==> src/hw/rtl/sdb_pkg.sv <==
`default_nettype none

package sdb_pkg;

    localparam int DW = 25;
    localparam int SQW = 50;
    localparam int MSQW = 48;
    localparam int RTW = 25;
    localparam int REMW = 27;
    localparam int CXW = 34;
    localparam int AGW = 27;
    localparam int CODEW = 17;
    localparam int CNTW = 5;
    localparam int QDEPTH = 4;
    localparam int QAW = $clog2(QDEPTH);
    localparam int CORDIC_STEPS = 20;
    localparam int GREY_RECIP_W = 18;
    localparam int GREY_SHIFT = 26;

    localparam logic [CNTW-1:0] SQRT_LAST = CNTW'(RTW - 1);
    localparam logic [CNTW-1:0] DIV_LAST = CNTW'(CODEW - 1);
    localparam logic [CNTW-1:0] ROT_LAST = CNTW'(CORDIC_STEPS - 1);

    localparam logic signed [AGW-1:0] ANG180 = 27'sd11796480;
    localparam logic signed [AGW-1:0] ANG360 = 27'sd23592960;
    localparam logic signed [CXW-1:0] NORM_LIMIT = 34'sd536870912;
    localparam logic [CODEW-1:0] AZI_VERT_CODE = 17'd23040;
    localparam logic [CODEW-1:0] GREY_CAP = 17'd100000;
    // Grey level is the capped difference divided by 500, done as a multiply by
    // the rounded-up reciprocal scaled by 2^26; exact over the capped range.
    localparam logic [GREY_RECIP_W-1:0] GREY_RECIP = 18'd134218;
    localparam logic [23:0] RANGE_MAX = 24'hFFFFFF;

    typedef enum logic [1:0] {
        CMD_CLEAR = 2'd0,
        CMD_ADD   = 2'd1,
        CMD_READ  = 2'd2,
        CMD_QUERY = 2'd3
    } cmd_t;

    typedef enum logic [2:0] {
        RES_BINNED  = 3'd0,
        RES_NEAR    = 3'd1,
        RES_FAR     = 3'd2,
        RES_READ    = 3'd3,
        RES_COUNT   = 3'd4,
        RES_CLEARED = 3'd5
    } res_status_t;

    typedef enum logic [2:0] {
        REG_VIEW_X   = 3'd0,
        REG_VIEW_Y   = 3'd1,
        REG_VIEW_Z   = 3'd2,
        REG_MIN_DIST = 3'd3,
        REG_MAX_HOR  = 3'd4,
        REG_LIMIT    = 3'd5,
        REG_ZEN_STEP = 3'd6,
        REG_AZI_STEP = 3'd7
    } cfg_reg_t;

    typedef enum logic [4:0] {
        S_INIT,
        S_IDLE,
        S_SQ_X,
        S_SQ_Y,
        S_SQ_Z,
        S_SQ_SUM,
        S_SQRT,
        S_CHECK,
        S_NORM,
        S_ROTATE,
        S_ANGLE,
        S_DIV,
        S_INDEX,
        S_BIN_RD,
        S_BIN_UPD,
        S_READ_RD,
        S_READ_CHK,
        S_CLEAR,
        S_OUT
    } state_t;

    typedef enum logic [1:0] {
        DIV_ROW  = 2'd0,
        DIV_COL  = 2'd1,
        DIV_GREY = 2'd2
    } div_sel_t;

    typedef struct packed {
        cmd_t                  cmd;
        logic signed [DW-1:0]  dx;
        logic signed [DW-1:0]  dy;
        logic signed [DW-1:0]  dz;
        logic [15:0]           read_index;
    } item_t;

    typedef struct packed {
        logic [23:0]      min_distance;
        logic [MSQW-1:0]  min_sq;
        logic [MSQW-1:0]  max_sq;
        logic             limit;
        logic [CODEW-1:0] zenith_step;
        logic [CODEW-1:0] azimuth_step;
    } back_cfg_t;

    function automatic logic signed [AGW-1:0] atan_entry(input logic [CNTW-1:0] i);
        logic signed [AGW-1:0] v;
        case (i)
            5'd0:    v = 27'sd2949120;
            5'd1:    v = 27'sd1740967;
            5'd2:    v = 27'sd919879;
            5'd3:    v = 27'sd466945;
            5'd4:    v = 27'sd234379;
            5'd5:    v = 27'sd117304;
            5'd6:    v = 27'sd58666;
            5'd7:    v = 27'sd29335;
            5'd8:    v = 27'sd14668;
            5'd9:    v = 27'sd7334;
            5'd10:   v = 27'sd3667;
            5'd11:   v = 27'sd1833;
            5'd12:   v = 27'sd917;
            5'd13:   v = 27'sd458;
            5'd14:   v = 27'sd229;
            5'd15:   v = 27'sd115;
            5'd16:   v = 27'sd57;
            5'd17:   v = 27'sd29;
            5'd18:   v = 27'sd14;
            5'd19:   v = 27'sd7;
            default: v = '0;
        endcase
        return v;
    endfunction

endpackage

`default_nettype wire

==> src/hw/rtl/sdb_front.sv <==
`default_nettype none

module sdb_front
    import sdb_pkg::*;
(
    input  wire logic        clk,
    input  wire logic        rst_n,
    input  wire logic        cfg_we,
    input  wire logic [2:0]  cfg_index,
    input  wire logic [23:0] cfg_data,
    input  wire logic        s_tvalid,
    output logic             s_tready,
    input  wire logic [87:0] s_tdata,
    input  wire logic [1:0]  s_tuser,
    input  wire logic        q_full,
    input  wire logic        init_done,
    output logic             push,
    output item_t            push_item,
    output back_cfg_t        cfg
);

    logic [23:0]     view_x_reg, view_y_reg, view_z_reg;
    logic [23:0]     min_dist_reg, max_hor_reg;
    logic            limit_reg;
    logic [15:0]     zen_step_reg;
    logic [16:0]     azi_step_reg;
    logic [MSQW-1:0] min_sq_reg, max_sq_reg;

    always_ff @(posedge clk or negedge rst_n)
    begin
        if (!rst_n)
        begin
            view_x_reg   <= '0;
            view_y_reg   <= '0;
            view_z_reg   <= '0;
            min_dist_reg <= '0;
            max_hor_reg  <= 24'd100000;
            limit_reg    <= 1'b1;
            zen_step_reg <= 16'd256;
            azi_step_reg <= 17'd256;
        end
        else if (cfg_we)
        begin
            case (cfg_reg_t'(cfg_index))
                REG_VIEW_X:   view_x_reg   <= cfg_data;
                REG_VIEW_Y:   view_y_reg   <= cfg_data;
                REG_VIEW_Z:   view_z_reg   <= cfg_data;
                REG_MIN_DIST: min_dist_reg <= cfg_data;
                REG_MAX_HOR:  max_hor_reg  <= cfg_data;
                REG_LIMIT:    limit_reg    <= cfg_data[0];
                REG_ZEN_STEP: zen_step_reg <= cfg_data[15:0];
                REG_AZI_STEP: azi_step_reg <= cfg_data[16:0];
                default:      limit_reg    <= limit_reg;
            endcase
        end
    end

    always_ff @(posedge clk)
    begin
        min_sq_reg <= min_dist_reg * min_dist_reg;
        max_sq_reg <= max_hor_reg * max_hor_reg;
    end

    assign s_tready = !q_full && init_done;
    assign push     = s_tvalid && s_tready;

    always_comb
    begin
        push_item.cmd        = cmd_t'(s_tuser);
        push_item.dx         = $signed({s_tdata[23], s_tdata[23:0]})
                             - $signed({view_x_reg[23], view_x_reg});
        push_item.dy         = $signed({s_tdata[47], s_tdata[47:24]})
                             - $signed({view_y_reg[23], view_y_reg});
        push_item.dz         = $signed({s_tdata[71], s_tdata[71:48]})
                             - $signed({view_z_reg[23], view_z_reg});
        push_item.read_index = s_tdata[87:72];
    end

    always_comb
    begin
        cfg.min_distance = min_dist_reg;
        cfg.min_sq       = min_sq_reg;
        cfg.max_sq       = max_sq_reg;
        cfg.limit        = limit_reg;
        cfg.zenith_step  = (zen_step_reg == '0) ? CODEW'(1) : CODEW'(zen_step_reg);
        cfg.azimuth_step = (azi_step_reg == '0) ? CODEW'(1) : azi_step_reg;
    end

endmodule

`default_nettype wire

==> config.mk <==
export PLATFORM = sky130hd
export DESIGN_NAME = sdb_front
export DESIGN_NICKNAME = d
export VERILOG_FILES = /design/src/hw/rtl/sdb_pkg.sv /design/src/hw/rtl/sdb_front.sv
export SDC_FILE = /design/constraint.sdc
export NUM_CORES = 2
export LEC_CHECK = 0
export BUFFER_PORTS_ARGS = -buffer_cell sky130_fd_sc_hd__buf_4
export CORE_ASPECT_RATIO = 1.2
export CORE_MARGIN = 2
export CORE_UTILIZATION = 45
export DETAILED_ROUTE_END_ITERATION = 12
export RECOVER_POWER = 50
export SYNTH_ARGS = -nofsm -noshare
export SYNTH_HDL_FRONTEND = slang
export SYNTH_SLANG_ARGS = --single-unit
==> constraint.sdc <==
create_clock -name clk -period 17.9 [get_ports clk]
set_input_delay 2.685 -clock clk [delete_from_list [all_inputs] [get_ports clk]]
set_output_delay 2.685 -clock clk [all_outputs]
set_load 0.02 [all_outputs]
==> flow_metrics.py <==
metrics = {
    "setup_path": {
        "cp_num_buf_inv": 2,
        "slowest_stage": "clkbuf_1",
        "cp_slowest_stage_delay_ns": 3.30,
        "cp_cell_sequence": "clkbuf_1 -> clkbuf_1",
        "path_class": "input pin to asynchronous set/reset pin",
        "critPathMaxFanout": 86,
        "worst-endpoint-arrival_ns": 8.93,
        "cp-end-kind": "asynchronous set/reset pin",
        "crit_path_frequent_cell": "clkbuf_1",
        "required_ns": 17.73,
        "crit_family": "buffers and inverters",
        "startpoint_type": "input pin",
    },
    "final_layout": {
        "final_nets": 6468,
        "area_growth_pct": 9.643,
        "drive_above_1_share": 0.09082,
        "regArea_um2": 5747,
        "multi_input_area_um2": 33160,
        "fill_cells": 9431,
        "fin_util": 0.4977,
    },
    "global_routing": {
        "antenna_found_initial": 5,
        "track_usage": 0.2441,
        "first_global_vias": 35218,
        "grt_max_degree": 87,
        "grt_overflow_total": 0,
        "grt_pass1_wl_um": 192300,
    },
    "cts": {
        "root_buffer": "clkbuf_16",
        "cts_setup_buffers": 0,
        "cts_htree_levels": 2,
        "tritoncts": "done",
        "clk_latency_ns": 0.60,
        "clk_pin_slew_ns": 0.06,
        "clock_path_buffers": 3,
        "cts_buffers": 34,
        "clock_sinks": 248,
        "cts_resized": 0,
        "postCtsHoldBufs": 0,
    },
    "place": {
        "numPortBuffers": 333,
        "place_congestion": 0.8792,
        "dp_hpwl_um": 97300,
    },
    "logic_synthesis": {
        "synth_top_area_share": 0.3792,
        "synthesis.instances": 4863,
        "ys_warn_count": 0,
        "syn-cell-area_um2": 44660,
        "ys.flop_type": "dfrtp_1",
        "yosysTopAreaCell": "fa_1",
        "yosys_register_bits": 248,
        "synth_cell_types": 86,
        "ys_seq_area_frac": 0.1287,
        "ys_top_cells_by_area": "fa_1 38%, ha_1 12%, inv_1 11%",
        "yosysMostFrequentCell": "inv_1",
        "synth_common_cells": "1302 x inv_1, 846 x fa_1, 482 x nand2_1, 425 x ha_1, 235 x and2_1",
        "synth-edff-count": 0,
        "synth_area_per_cell_um2": 9.183,
        "async_reset_ff_frac": 0.6210,
    },
    "die": {
        "design.die.area_um2": 101800,
        "dieWidth_um": 291.6,
        "placeableCoreArea_um2": 98370,
        "pin_count": 373,
        "initial_core_util": 0.4540,
        "dieHeight_um": 349.1,
        "fp-row-count": 126,
    },
    "run_status": {
        "violations": "max-capacitance violations, max-slew violations",
        "status": "complete, but fails checks",
    },
    "detailed_routing": {
        "postRouteWirelength_um": 120400,
        "final_antenna_net_count": 0,
        "wire_per_inst_um": 18.87,
        "drc": 0,
        "vias_per_cell": 5.084,
        "num_vias": 32433,
        "firstDrtPassIters": 5,
        "drt_iter0_markers": 1482,
    },
    "sta": {
        "fin_crit_sh": 0.5079,
        "finalSetupViolCount": 0,
        "tns_ns": 0,
        "max_freq_ghz": 0.1100,
        "final-max-slew-violation-count": 361,
        "tightest_slew_ns": 4.805,
        "rsz0062_at_grt": "false",
        "maxSlewHeadroom": -2.204,
        "hold_violations": 0,
        "skew_ns": 0.04215,
        "min_period_ns": 9.092,
    },
    "run": {
        "max_cap_violations": 7,
    },
    "min_path": {
        "hold_path.class": "register to register",
    },
}
-- worst paths after layout --
kind	slack (ns)	startpoint	cells past startpoint	to
hold reg to reg	0.51	min_dist_reg[3]	1	min_dist_reg[3]
setup / recovery	8.81	rst_n	2	azi_step_reg[12]
min in group asynchronous	3.84	rst_n	1	view_x_reg[14]
hold / removal	0.51	min_dist_reg[3]	1	min_dist_reg[3]
max in group clk	9.07	s_tdata[49]	11	push_item[39]
setup reg to reg	9.69	min_dist_reg[0]	25	min_sq_reg[43]
-- cell families after synthesis --
group | after synthesis | share of synthesized area
adder cells (fa/ha/maj) | 1271 | 0.4983
buffers and inverters | 1511 | 0.1291
AND/OR/NAND/NOR | 1033 | 0.1104
other | 1 | 0.00008397
XOR/XNOR | 154 | 0.03020
multiplexers | 82 | 0.02054
AO/OA/AOI/OAI | 563 | 0.08276
flip-flops | 248 | 0.1287
-- metal layers --
metal  track usage  vias to the layer above  part of all wire
met5             0                        -           0.00017
met4       0.08794                        4             0.038
met3       0.04465                      198             0.063
met2        0.4246                      798              0.49
met1        0.3029                    16367              0.40
li1              -                    15066                 -
-- layout make-up --
class	count	share of cell area
well taps	1280	0.03271
inverters	1302	0.09981
flip-flops and latches	248	0.1174
clock inverters	19	0.003858
clock buffers	41	0.01832
diodes	1	0.00005111
multi-input cells	3106	0.6772
repair buffers	382	0.05067
-- through the flow --
| stage | instances | instance area [um^2] | setup WS [ns] | hold slack, ns |
|---|---|---|---|---|
| floorplan | 4865 | 44670 | 9.765 | 0.4351 |
| global placement | 6318 | 48280 | 9.028 | 0.4883 |
| detailed placement | 6318 | 48280 | 9.065 | 0.4969 |
| CTS | 6378 | 49370 | 9.067 | 0.5102 |
| global route | 6378 | 48960 | 7.414 | 0.5257 |
| finish | 6379 | 48970 | 8.808 | 0.5073 |
-- cells in the final DEF, fill, tap and decap left out, types with 34 or more instances in the layout --
cell type,netlist,final
nor2_1,116,116
xor2_1,45,45
ha_1,425,425
clkbuf_1,183,108
a21o_1,79,79
mux2_2,77,77
o21ai_0,152,152
clkbuf_16,0,34
inv_1,1302,1302
nand2_1,482,482
and2_1,235,231
dfrtp_1,145,145
a21oi_1,142,142
xnor2_1,109,109
buf_4,22,279
dfxtp_1,94,94
fa_1,846,846
nand3_1,34,34
Power is not shown: default switching activity piles up to over one toggle a cycle in this logic, so the estimate is an artifact.
