==> src/hw/rtl/sdb_pkg.sv <==
`default_nettype none

package sdb_pkg;

    localparam int DW = 25;
    localparam int SQW = 50;
    localparam int MSQW = 48;
    localparam int RTW = 25;
    localparam int REMW = 27;
    localparam int CXW = 34;
    localparam int AGW = 27;
    localparam int CODEW = 17;
    localparam int CNTW = 5;
    localparam int QDEPTH = 4;
    localparam int QAW = $clog2(QDEPTH);
    localparam int CORDIC_STEPS = 20;
    localparam int GREY_RECIP_W = 18;
    localparam int GREY_SHIFT = 26;

    localparam logic [CNTW-1:0] SQRT_LAST = CNTW'(RTW - 1);
    localparam logic [CNTW-1:0] DIV_LAST = CNTW'(CODEW - 1);
    localparam logic [CNTW-1:0] ROT_LAST = CNTW'(CORDIC_STEPS - 1);

    localparam logic signed [AGW-1:0] ANG180 = 27'sd11796480;
    localparam logic signed [AGW-1:0] ANG360 = 27'sd23592960;
    localparam logic signed [CXW-1:0] NORM_LIMIT = 34'sd536870912;
    localparam logic [CODEW-1:0] AZI_VERT_CODE = 17'd23040;
    localparam logic [CODEW-1:0] GREY_CAP = 17'd100000;
    // Grey level is the capped difference divided by 500, done as a multiply by
    // the rounded-up reciprocal scaled by 2^26; exact over the capped range.
    localparam logic [GREY_RECIP_W-1:0] GREY_RECIP = 18'd134218;
    localparam logic [23:0] RANGE_MAX = 24'hFFFFFF;

    typedef enum logic [1:0] {
        CMD_CLEAR = 2'd0,
        CMD_ADD   = 2'd1,
        CMD_READ  = 2'd2,
        CMD_QUERY = 2'd3
    } cmd_t;

    typedef enum logic [2:0] {
        RES_BINNED  = 3'd0,
        RES_NEAR    = 3'd1,
        RES_FAR     = 3'd2,
        RES_READ    = 3'd3,
        RES_COUNT   = 3'd4,
        RES_CLEARED = 3'd5
    } res_status_t;

    typedef enum logic [2:0] {
        REG_VIEW_X   = 3'd0,
        REG_VIEW_Y   = 3'd1,
        REG_VIEW_Z   = 3'd2,
        REG_MIN_DIST = 3'd3,
        REG_MAX_HOR  = 3'd4,
        REG_LIMIT    = 3'd5,
        REG_ZEN_STEP = 3'd6,
        REG_AZI_STEP = 3'd7
    } cfg_reg_t;

    typedef enum logic [4:0] {
        S_INIT,
        S_IDLE,
        S_SQ_X,
        S_SQ_Y,
        S_SQ_Z,
        S_SQ_SUM,
        S_SQRT,
        S_CHECK,
        S_NORM,
        S_ROTATE,
        S_ANGLE,
        S_DIV,
        S_INDEX,
        S_BIN_RD,
        S_BIN_UPD,
        S_READ_RD,
        S_READ_CHK,
        S_CLEAR,
        S_OUT
    } state_t;

    typedef enum logic [1:0] {
        DIV_ROW  = 2'd0,
        DIV_COL  = 2'd1,
        DIV_GREY = 2'd2
    } div_sel_t;

    typedef struct packed {
        cmd_t                  cmd;
        logic signed [DW-1:0]  dx;
        logic signed [DW-1:0]  dy;
        logic signed [DW-1:0]  dz;
        logic [15:0]           read_index;
    } item_t;

    typedef struct packed {
        logic [23:0]      min_distance;
        logic [MSQW-1:0]  min_sq;
        logic [MSQW-1:0]  max_sq;
        logic             limit;
        logic [CODEW-1:0] zenith_step;
        logic [CODEW-1:0] azimuth_step;
    } back_cfg_t;

    function automatic logic signed [AGW-1:0] atan_entry(input logic [CNTW-1:0] i);
        logic signed [AGW-1:0] v;
        case (i)
            5'd0:    v = 27'sd2949120;
            5'd1:    v = 27'sd1740967;
            5'd2:    v = 27'sd919879;
            5'd3:    v = 27'sd466945;
            5'd4:    v = 27'sd234379;
            5'd5:    v = 27'sd117304;
            5'd6:    v = 27'sd58666;
            5'd7:    v = 27'sd29335;
            5'd8:    v = 27'sd14668;
            5'd9:    v = 27'sd7334;
            5'd10:   v = 27'sd3667;
            5'd11:   v = 27'sd1833;
            5'd12:   v = 27'sd917;
            5'd13:   v = 27'sd458;
            5'd14:   v = 27'sd229;
            5'd15:   v = 27'sd115;
            5'd16:   v = 27'sd57;
            5'd17:   v = 27'sd29;
            5'd18:   v = 27'sd14;
            5'd19:   v = 27'sd7;
            default: v = '0;
        endcase
        return v;
    endfunction

endpackage

`default_nettype wire

==> src/hw/rtl/sdb_queue.sv <==
`default_nettype none

module sdb_queue
    import sdb_pkg::*;
(
    input  wire logic  clk,
    input  wire logic  rst_n,
    input  wire logic  push,
    input  wire item_t push_item,
    output logic       full,
    input  wire logic  pop,
    output item_t      pop_item,
    output logic       empty
);

    item_t          mem_reg [QDEPTH];
    logic [QAW-1:0] wr_ptr_reg, wr_ptr_next;
    logic [QAW-1:0] rd_ptr_reg, rd_ptr_next;
    logic [QAW:0]   count_reg, count_next;

    always_comb
    begin
        wr_ptr_next = wr_ptr_reg;
        rd_ptr_next = rd_ptr_reg;
        count_next  = count_reg;
        if (push)
        begin
            wr_ptr_next = wr_ptr_reg + 1'b1;
        end
        if (pop)
        begin
            rd_ptr_next = rd_ptr_reg + 1'b1;
        end
        if (push && !pop)
        begin
            count_next = count_reg + 1'b1;
        end
        else if (pop && !push)
        begin
            count_next = count_reg - 1'b1;
        end
    end

    always_ff @(posedge clk or negedge rst_n)
    begin
        if (!rst_n)
        begin
            wr_ptr_reg <= '0;
            rd_ptr_reg <= '0;
            count_reg  <= '0;
        end
        else
        begin
            wr_ptr_reg <= wr_ptr_next;
            rd_ptr_reg <= rd_ptr_next;
            count_reg  <= count_next;
        end
    end

    always_ff @(posedge clk)
    begin
        if (push)
        begin
            mem_reg[wr_ptr_reg] <= push_item;
        end
    end

    assign full     = (count_reg == (QAW+1)'(QDEPTH));
    assign empty    = (count_reg == '0);
    assign pop_item = mem_reg[rd_ptr_reg];

endmodule

`default_nettype wire

==> config.mk <==
export PLATFORM = sky130hd
export DESIGN_NAME = sdb_queue
export DESIGN_NICKNAME = d
export VERILOG_FILES = /design/src/hw/rtl/sdb_pkg.sv /design/src/hw/rtl/sdb_queue.sv
export SDC_FILE = /design/constraint.sdc
export NUM_CORES = 1
export LEC_CHECK = 0
export BUFFER_PORTS_ARGS = -buffer_cell sky130_fd_sc_hd__clkbuf_2
export CORE_MARGIN = 2
export CORE_UTILIZATION = 50
export CTS_CLUSTER_SIZE = 16
export DETAILED_ROUTE_END_ITERATION = 10
export HOLD_SLACK_MARGIN = 0.03
export PLACE_DENSITY = 0.71
export SLEW_MARGIN = 10
export SYNTH_ARGS = -nofsm -noshare
export SYNTH_HDL_FRONTEND = slang
export SYNTH_SLANG_ARGS = --single-unit
==> constraint.sdc <==
create_clock -name clk -period 8.1 [get_ports clk]
set_input_delay 0.81 -clock clk [delete_from_list [all_inputs] [get_ports clk]]
set_output_delay 0.81 -clock clk [all_outputs]
set_load 0.05 [all_outputs]
==> impl_metrics.tcl, run 1 <==
set metrics [dict create \
    drtPass1Iterations 4 \
    finalCritPeriodShare 0.5271 \
    synth_top_area_share 0.8058 \
    setup_viol 0 \
    num_vias 6167 \
    ys_ff_latch 379 \
    p_per_area_nw_per_um2 423.7 \
    die_y_um 170.5 \
    rows 60 \
    register_area_um2 11350 \
    multi_input_area_um2 2305 \
    fin_nets 840 \
    cts_tree "built" \
    worstReg2RegStart "rd_ptr_reg[0]$_DFFE_PN0P_" \
    initialDrtViolationCount 415 \
    grt_pass1_wl_um 37800 \
    hold_buffers 0 \
    crit_arrival_ns 3.46 \
    path_clk_slew_ns 0.06 \
    yosys_warnings 0 \
    largest_reg_flops 372 \
    yosysUniqueCellTypes 20 \
    htree_levels 2 \
    cts_buffer_depth 3 \
    cts_made_buffers 39 \
    slew_viol_final 0 \
    cp.required_ns 7.29 \
    post_drt_wl_per_cell_um 22.01 \
    detail-route-antenna-nets 0 \
    synthTopCellsByArea "edfxtp_1 81%, mux4_2 15%, dfrtp_1 1.3%, buf_12 0.87%, ha_1 0.45%" \
    end_kind "output port" \
    cts.sinks 379 \
    synth_area_leader_cell "edfxtp_1" \
    fillers 1887 \
    cp-startpoint "rd_ptr_reg[0]$_DFFE_PN0P_" \
    mostFrequentLayoutCells "372 x edfxtp_1, 191 x clkbuf_2, 93 x mux4_2" \
    outcome "complete, no violations" \
    synthCells 520 \
    io_pins 192 \
    io_buffers 191 \
    crit_path_start_kind "register" \
    core-area_um2 27100 \
    rsz0062_at_grt "no" \
    hold_violations 0 \
    die_x_um 170.5 \
    insertion_delay_ns 0.53 \
    cts-root-buf "clkbuf_16" \
    setup_tns_ns 0 \
    max-slew-margin-rel 0.2794 \
    dp_cells 1068 \
    die-area_um2 29080 \
    layout-drive-gt1-share 0.4556 \
    clock_skew_ns 0.02139 \
    fmax_mhz 234.2 \
    ir_drop_v 0.0002689 \
    syn_area_per_cell_um2 26.66 \
    utilization 0.6036 \
    max_cap_viol_count 0 \
    fin_cells 1138 \
    syn_area_um2 13860 \
    postCtsSetupBuffers 0 \
    worst_slew_pin_slew_ns 1.081 \
    place_congestion 0.7372 \
    min_period_ns 4.270 \
    cp_max_fo 51 \
    cts_resized 0 \
    hp-class "in2async" \
    via_per_inst 5.419 \
    wl_um 25040 \
    dpl.hpwl_um 14830 \
    antenna_found_initial 1 \
    diodes 0 \
    final_common_cell "edfxtp_1" \
    p_leak_nw 5.618 \
    grt_pass1_vias 6748 \
    area_growth_pct 18.01 \
    critical_path_class "reg2out" \
    seq_area_frac_synth 0.8184 \
    groute.usage.overall 0.1746 \
    drc 0 \
    overflow 0 \
    start_util 0.5115 \
    syn_nets 623 \
    grt_max_degree 52 \
]
## where the power goes
group	switching (mW)	leakage (nW)	internal, mW	total, mW
Sequential	0.195	3.50	2.57	2.76
Clock	0.678	0.587	0.995	1.67
Combinational	1.76	1.53	0.731	2.50
Total	2.64	5.62	4.30	6.93
## layer usage
metal  GRT usage  wire (µm)
met1      0.2165       9791
met2      0.3026      13220
met3     0.04696       1564
met4     0.05351        454
met5           0         13
## through the flow
stage	power, mW	setup slack (ns)	instance area, µm²	hold WS, ns
detailed placement	5.351	4.238	15140	0.4750
global route	7.210	3.521	16360	0.1187
finish	6.932	3.830	16360	0.1284
floorplan	4.838	4.675	13860	0.4563
CTS	7.030	3.681	16360	0.1102
global placement	5.310	4.250	15140	0.4715
## synthesized netlist by cell type, drive strengths merged
cell type,count
nor3b,1
and2,4
inv,4
xnor2,2
mux4,93
nor2,1
ha,5
buf,21
edfxtp,372
nand2,2
dfrtp,7
mux2,1
xor2,4
nor3,1
o21ai,1
fa,1
## cell type report
cell class / count / share of cell area
flip-flops and latches: 379 / 0.6940
multi-input cells: 116 / 0.1409
clock buffers: 55 / 0.06585
repair buffers: 197 / 0.06119
well taps: 372 / 0.02845
clock inverters: 15 / 0.008719
inverters: 4 / 0.0009178
## cell families (layout without fill, tap and decap cells)
kind of cell	Yosys count	after routing	share of synthesized area
muxes	94	94	0.1519
buffers and inverters	25	271	0.01606
xor gates and xnor gates	6	6	0.003791
adders and majority gates	6	6	0.005957
DFF	379	379	0.8184
and+or+nand+nor	9	9	0.003519
AOI/OAI and AO/OA	1	1	0.0003607
## final timing paths
path	to	cells past startpoint	slack, ns
setup / recovery	pop_item[34]	3	3.83
hold / removal	count_reg[0]$_DFFE_PN0P_	1	0.13
setup reg to reg	rd_ptr_reg[1]$_DFFE_PN0P_	3	5.62
hold reg to reg	count_reg[2]$_DFFE_PN0P_	1	0.50
max in group asynchronous	rd_ptr_reg[0]$_DFFE_PN0P_	1	7.78
min in group clk	mem_reg[2][32]$_DFFE_PP_	1	0.49
## worst max-delay path: stages (launching register included)
cell and delay [ns]:
dfrtp_4 1.02, buf_4 0.96, mux4_2 0.64, clkbuf_2 0.26
(Power assumes the default switching activity.)
==> inputs of run 2 (changes only) <==
- clock period: 8.1 -> 3.95 ns (I/O delays scaled with it)
==> impl_metrics.tcl, run 2 (synthesis gave the netlist of run 1 again) <==
set metrics [dict create \
    outcome "complete, no violations" \
    path_buf_inv 2 \
    use_met2 0.2963 \
    detail-route-antenna-nets 0 \
    grtUsageMet3 0.03863 \
    start_util 0.5115 \
    cts_tree "built" \
    grt_pass1_wl_um 38030 \
    grt-busiest-layer "met2" \
    cts-root-buf "clkbuf_16" \
    finalCritPeriodShare 0.7546 \
    overflow 0 \
    layout-drive-gt1-share 0.4541 \
    met1_usage 0.2230 \
    post_drt_wl_per_cell_um 21.84 \
    die_x_um 170.5 \
    max_cap_viol_count 0 \
    hold_violations 0 \
    rows 60 \
    htree_levels 2 \
    min_period_ns 2.981 \
    max-slew-margin-rel 0.4492 \
    cts.sinks 379 \
    dpl.hpwl_um 15120 \
    drc 0 \
    utilization 0.6037 \
    die_y_um 170.5 \
    num_vias 6119 \
    dp_cells 1069 \
    diodes 0 \
    dpl_worst_slack_ns 1.417 \
    groute.usage.overall 0.1750 \
    end_kind "output port" \
    setup_viol 0 \
    p_leak_nw 5.617 \
    area_growth_pct 18.02 \
    finalPower_mw 14.10 \
    critPathMaxStageDelay_ns 0.70 \
    whs_ns 0.09395 \
    cts_buffer_depth 3 \
    die-area_um2 29080 \
    p_per_area_nw_per_um2 861.9 \
    cp.required_ns 3.56 \
    slew_viol_final 0 \
    cts_made_buffers 38 \
    crit_arrival_ns 2.59 \
    hp-class "in2reg" \
    initialDrtViolationCount 407 \
    slowest_stage "dfrtp_4" \
    final_area_um2 16360 \
    setup_tns_ns 0 \
    fmax_mhz 335.5 \
    clock_skew_ns 0.01173 \
    antenna_found_initial 1 \
    via_per_inst 5.396 \
    io_pins 192 \
    io_buffers 191 \
    cts_resized 0 \
    setup_ws_ns 0.9693 \
    place_congestion 0.7779 \
    grt_max_degree 55 \
    place_area_um2 15220 \
    crit_path_start_kind "register" \
    core-area_um2 27100 \
    cp_max_fo 25 \
    ir_drop_v 0.0006700 \
    insertion_delay_ns 0.52 \
    drtPass1Iterations 5 \
    rsz0062_at_grt "no" \
    crit_family "buffers and inverters" \
    wl_um 24770 \
    worst_slew_pin_slew_ns 0.8262 \
    final_common_cell "edfxtp_1" \
    fin_cells 1134 \
    path_clk_slew_ns 0.06 \
    mostFrequentLayoutCells "372 x edfxtp_1, 191 x clkbuf_2, 93 x mux4_2" \
    fin_nets 841 \
    largest_reg_flops 372 \
    critical_path_class "reg2out" \
    path_cells "buf_4 > mux4_2 > clkbuf_2" \
    grt_pass1_vias 6701 \
]
run 2: cell types whose count changed in the layout (fill, tap and decap cells not counted), sizes merged:
cell	previous run	this run
dlygate4sd3	0	1
clkinvlp	2	0
clkbuf	246	234
clkinv	9	17
buf	6	7
run 2: layer usage:
layer / vias up / wire length [µm]
met5: - / 13
met4: 2 / 712
met3: 45 / 1487
met2: 196 / 12650
met1: 3204 / 9899
li1: 2672 / -
run 2: worst register-to-register path, stage by stage (launching register included):
cell and delay (ns):
dfrtp_1 0.42, inv_1 0.11, ha_1 0.16, and2_4 0.61
buf_12 0.43
run 2: final timing paths:
kind	slack, ns	cells past startpoint	endpoint	startpoint
setup / recovery	0.97	3	pop_item[46]	rd_ptr_reg[0]$_DFFE_PN0P_
hold / removal	0.09	1	mem_reg[0][3]$_DFFE_PP_	push_item[3]
setup reg to reg	1.88	4	mem_reg[0][39]$_DFFE_PP_	wr_ptr_reg[0]$_DFFE_PN0P_
hold reg to reg	0.50	1	count_reg[2]$_DFFE_PN0P_	count_reg[2]$_DFFE_PN0P_
max in group asynchronous	3.46	2	rd_ptr_reg[1]$_DFFE_PN0P_	rst_n
min in group asynchronous	0.28	2	rd_ptr_reg[0]$_DFFE_PN0P_	rst_n
run 2: layout make-up:
cell class	instances	area, µm²
Clock buffer	43	969.7
Clock inverter	21	160.2
Fill cell	1877	10740
Inverter	4	15.01
Multi-Input combinational cell	116	2305
Sequential cell	379	11350
Tap cell	372	465.4
Timing Repair Buffer	199	1094
run 2: repair_timing:
action | 4_1_cts | 5_1_grt
hold buffers | 1 | 0
setup buffers | 0 | 0
hold endpoints to repair | 7 | 0
setup endpoints to repair | 0 | 0
run 2: power by group:
part	total, mW	internal, mW	switching (mW)
combinational	5.23	1.56	3.67
clock	3.26	1.89	1.37
sequential	5.61	5.26	0.351
==> inputs of run 3 (changes only) <==
- clock period: 3.95 -> 2.75 ns (I/O delays scaled with it)
==> impl_metrics.tcl, run 3 (synthesis gave the netlist of run 1 again) <==
set metrics [dict create \
    p_comb_frac 0.388 \
    crit_arrival_ns 2.21 \
    cp-startpoint "rd_ptr_reg[1]$_DFFE_PN0P_" \
    antenna_found_initial 2 \
    cts_resized 0 \
    max_cap_viol_count 0 \
    drtPass1Iterations 5 \
    overflow 0 \
    setup_tns_ns 0 \
    cp.required_ns 2.48 \
    die_x_um 170.5 \
    cts.sinks 379 \
    start_util 0.5115 \
    final_common_cell "edfxtp_1" \
    wl_um 25900 \
    hold-path-cell-count 2 \
    setup_viol 0 \
    largest_reg_flops 372 \
    r2r_slack_ns 1.05 \
    fillers 1804 \
    worstReg2RegStart "wr_ptr_reg[0]$_DFFE_PN0P_" \
    slew_viol_final 0 \
    mostFrequentLayoutCells "372 x edfxtp_1, 191 x clkbuf_2, 95 x dlygate4sd3_1" \
    detail-route-antenna-nets 0 \
    num_vias 6494 \
    htree_levels 2 \
    p_clk_frac 0.228 \
    critical_path_class "reg2out" \
    rows 60 \
    critPathMaxStageDelay_ns 0.53 \
    core-area_um2 27100 \
    initialDrtViolationCount 582 \
    crit_family "buffers and inverters" \
    post_drt_wl_per_cell_um 20.97 \
    worst_slew_pin_slew_ns 0.6494 \
    path_clk_slew_ns 0.06 \
    die-area_um2 29080 \
    dpl.hpwl_um 14140 \
    path_cells "buf_4 > mux4_2 > clkbuf_2" \
    cts_buffer_depth 3 \
    crit_path_end "pop_item[34]" \
    rsz0062_at_grt "no" \
    swShare 0.3809 \
    insertion_delay_ns 0.51 \
    layout-drive-gt1-share 0.4035 \
    fmax_mhz 402.7 \
    via_per_inst 5.258 \
    hp-class "in2reg" \
    groute.usage.overall 0.1802 \
    min_period_ns 2.483 \
    grt_pass1_wl_um 39150 \
    grt_pass1_vias 7092 \
    cp_max_fo 43 \
    io_pins 192 \
    hold_violations 0 \
    grt_max_degree 94 \
    place_congestion 0.7329 \
    final_area_um2 17370 \
    max-slew-margin-rel 0.5671 \
    power.internal_mw 12.68 \
    p_leak_nw 6.034 \
    io_buffers 191 \
    end_kind "output port" \
    crit_path_start_kind "register" \
    crit_cells 3 \
    place_area_um2 15280 \
    outcome "complete, no violations" \
    clock_skew_ns 0.009095 \
    die_y_um 170.5 \
    cts_tree "built" \
    p_switching_mw 7.803 \
    path_buf_inv 2 \
    cts-root-buf "clkbuf_16" \
    cts_made_buffers 39 \
    ir_drop_v 0.0008221 \
    p_per_area_nw_per_um2 1180 \
    fin_nets 939 \
    drc 0 \
    r2r_end "mem_reg[0][9]$_DFFE_PP_" \
    finalCritPeriodShare 0.9030 \
    slowest_stage "buf_4" \
    area_growth_pct 25.27 \
    power_frac_seq 0.383 \
    r2r.worst_path.cells 4 \
]
==> run 3: per-stage QoR <==
step	setup WS [ns]	hold slack (ns)	instances	utilization	total power, mW
final	0.2666	0.1060	1235	0.6408	20.49
after global routing	0.1800	0.09304	1233	0.6406	21.28
after CTS	0.2288	0.07554	1232	0.6405	20.74
after detailed placement	0.7776	0.1285	1072	0.5639	15.96
after global placement	0.8088	0.1239	1072	0.5639	15.84
after floorplan	0.5420	-0.02059	520	-	14.19
==> run 3: timing repair <==
action,CTS,global route
hold endpoints to repair,380,0
hold buffers,95,0
setup buffers,0,0
==> run 3: per-layer routing <==
metal | global-route usage | up-vias | share of wire
met4 | 0.06355 | 0 | 0.027
met5 | 0 | - | 0
met2 | 0.3142 | 181 | 0.52
met1 | 0.2298 | 3387 | 0.41
li1 | - | 2870 | -
met3 | 0.03215 | 56 | 0.042
==> run 3: worst min-delay path by stage <==
stage	startpoint	to	slack, ns
floorplan	rst_n	count_reg[0]$_DFFE_PN0P_	-0.02
global placement	rst_n	count_reg[2]$_DFFE_PN0P_	0.12
detailed placement	rst_n	count_reg[2]$_DFFE_PN0P_	0.13
CTS	push	wr_ptr_reg[0]$_DFFE_PN0P_	0.08
global route	push	wr_ptr_reg[0]$_DFFE_PN0P_	0.09
finish	push	wr_ptr_reg[0]$_DFFE_PN0P_	0.11
==> run 3: cell type report <==
class                   count  area (µm²)  area share
clock buffers              51        1064     0.06124
multi-input cells         116        2305      0.1327
inverters                   4       15.01   0.0008646
clock inverters            14       62.56    0.003602
repair buffers            296        2095      0.1206
diodes                      3       7.507   0.0004323
well taps                 372       465.4     0.02680
flip-flops and latches    379       11350      0.6537
==> run 3: power groups by stage <==
stage          clock network [mW]  logic [mW]  registers [mW]
2_1_floorplan                   0        6.33            7.86
3_3_place_gp                    0        7.95            7.90
3_5_place_dp                    0        7.98            7.98
4_1_cts                      4.77        8.10            7.87
5_1_grt                      4.99        8.36            7.93
6_report                     4.68        7.96            7.85
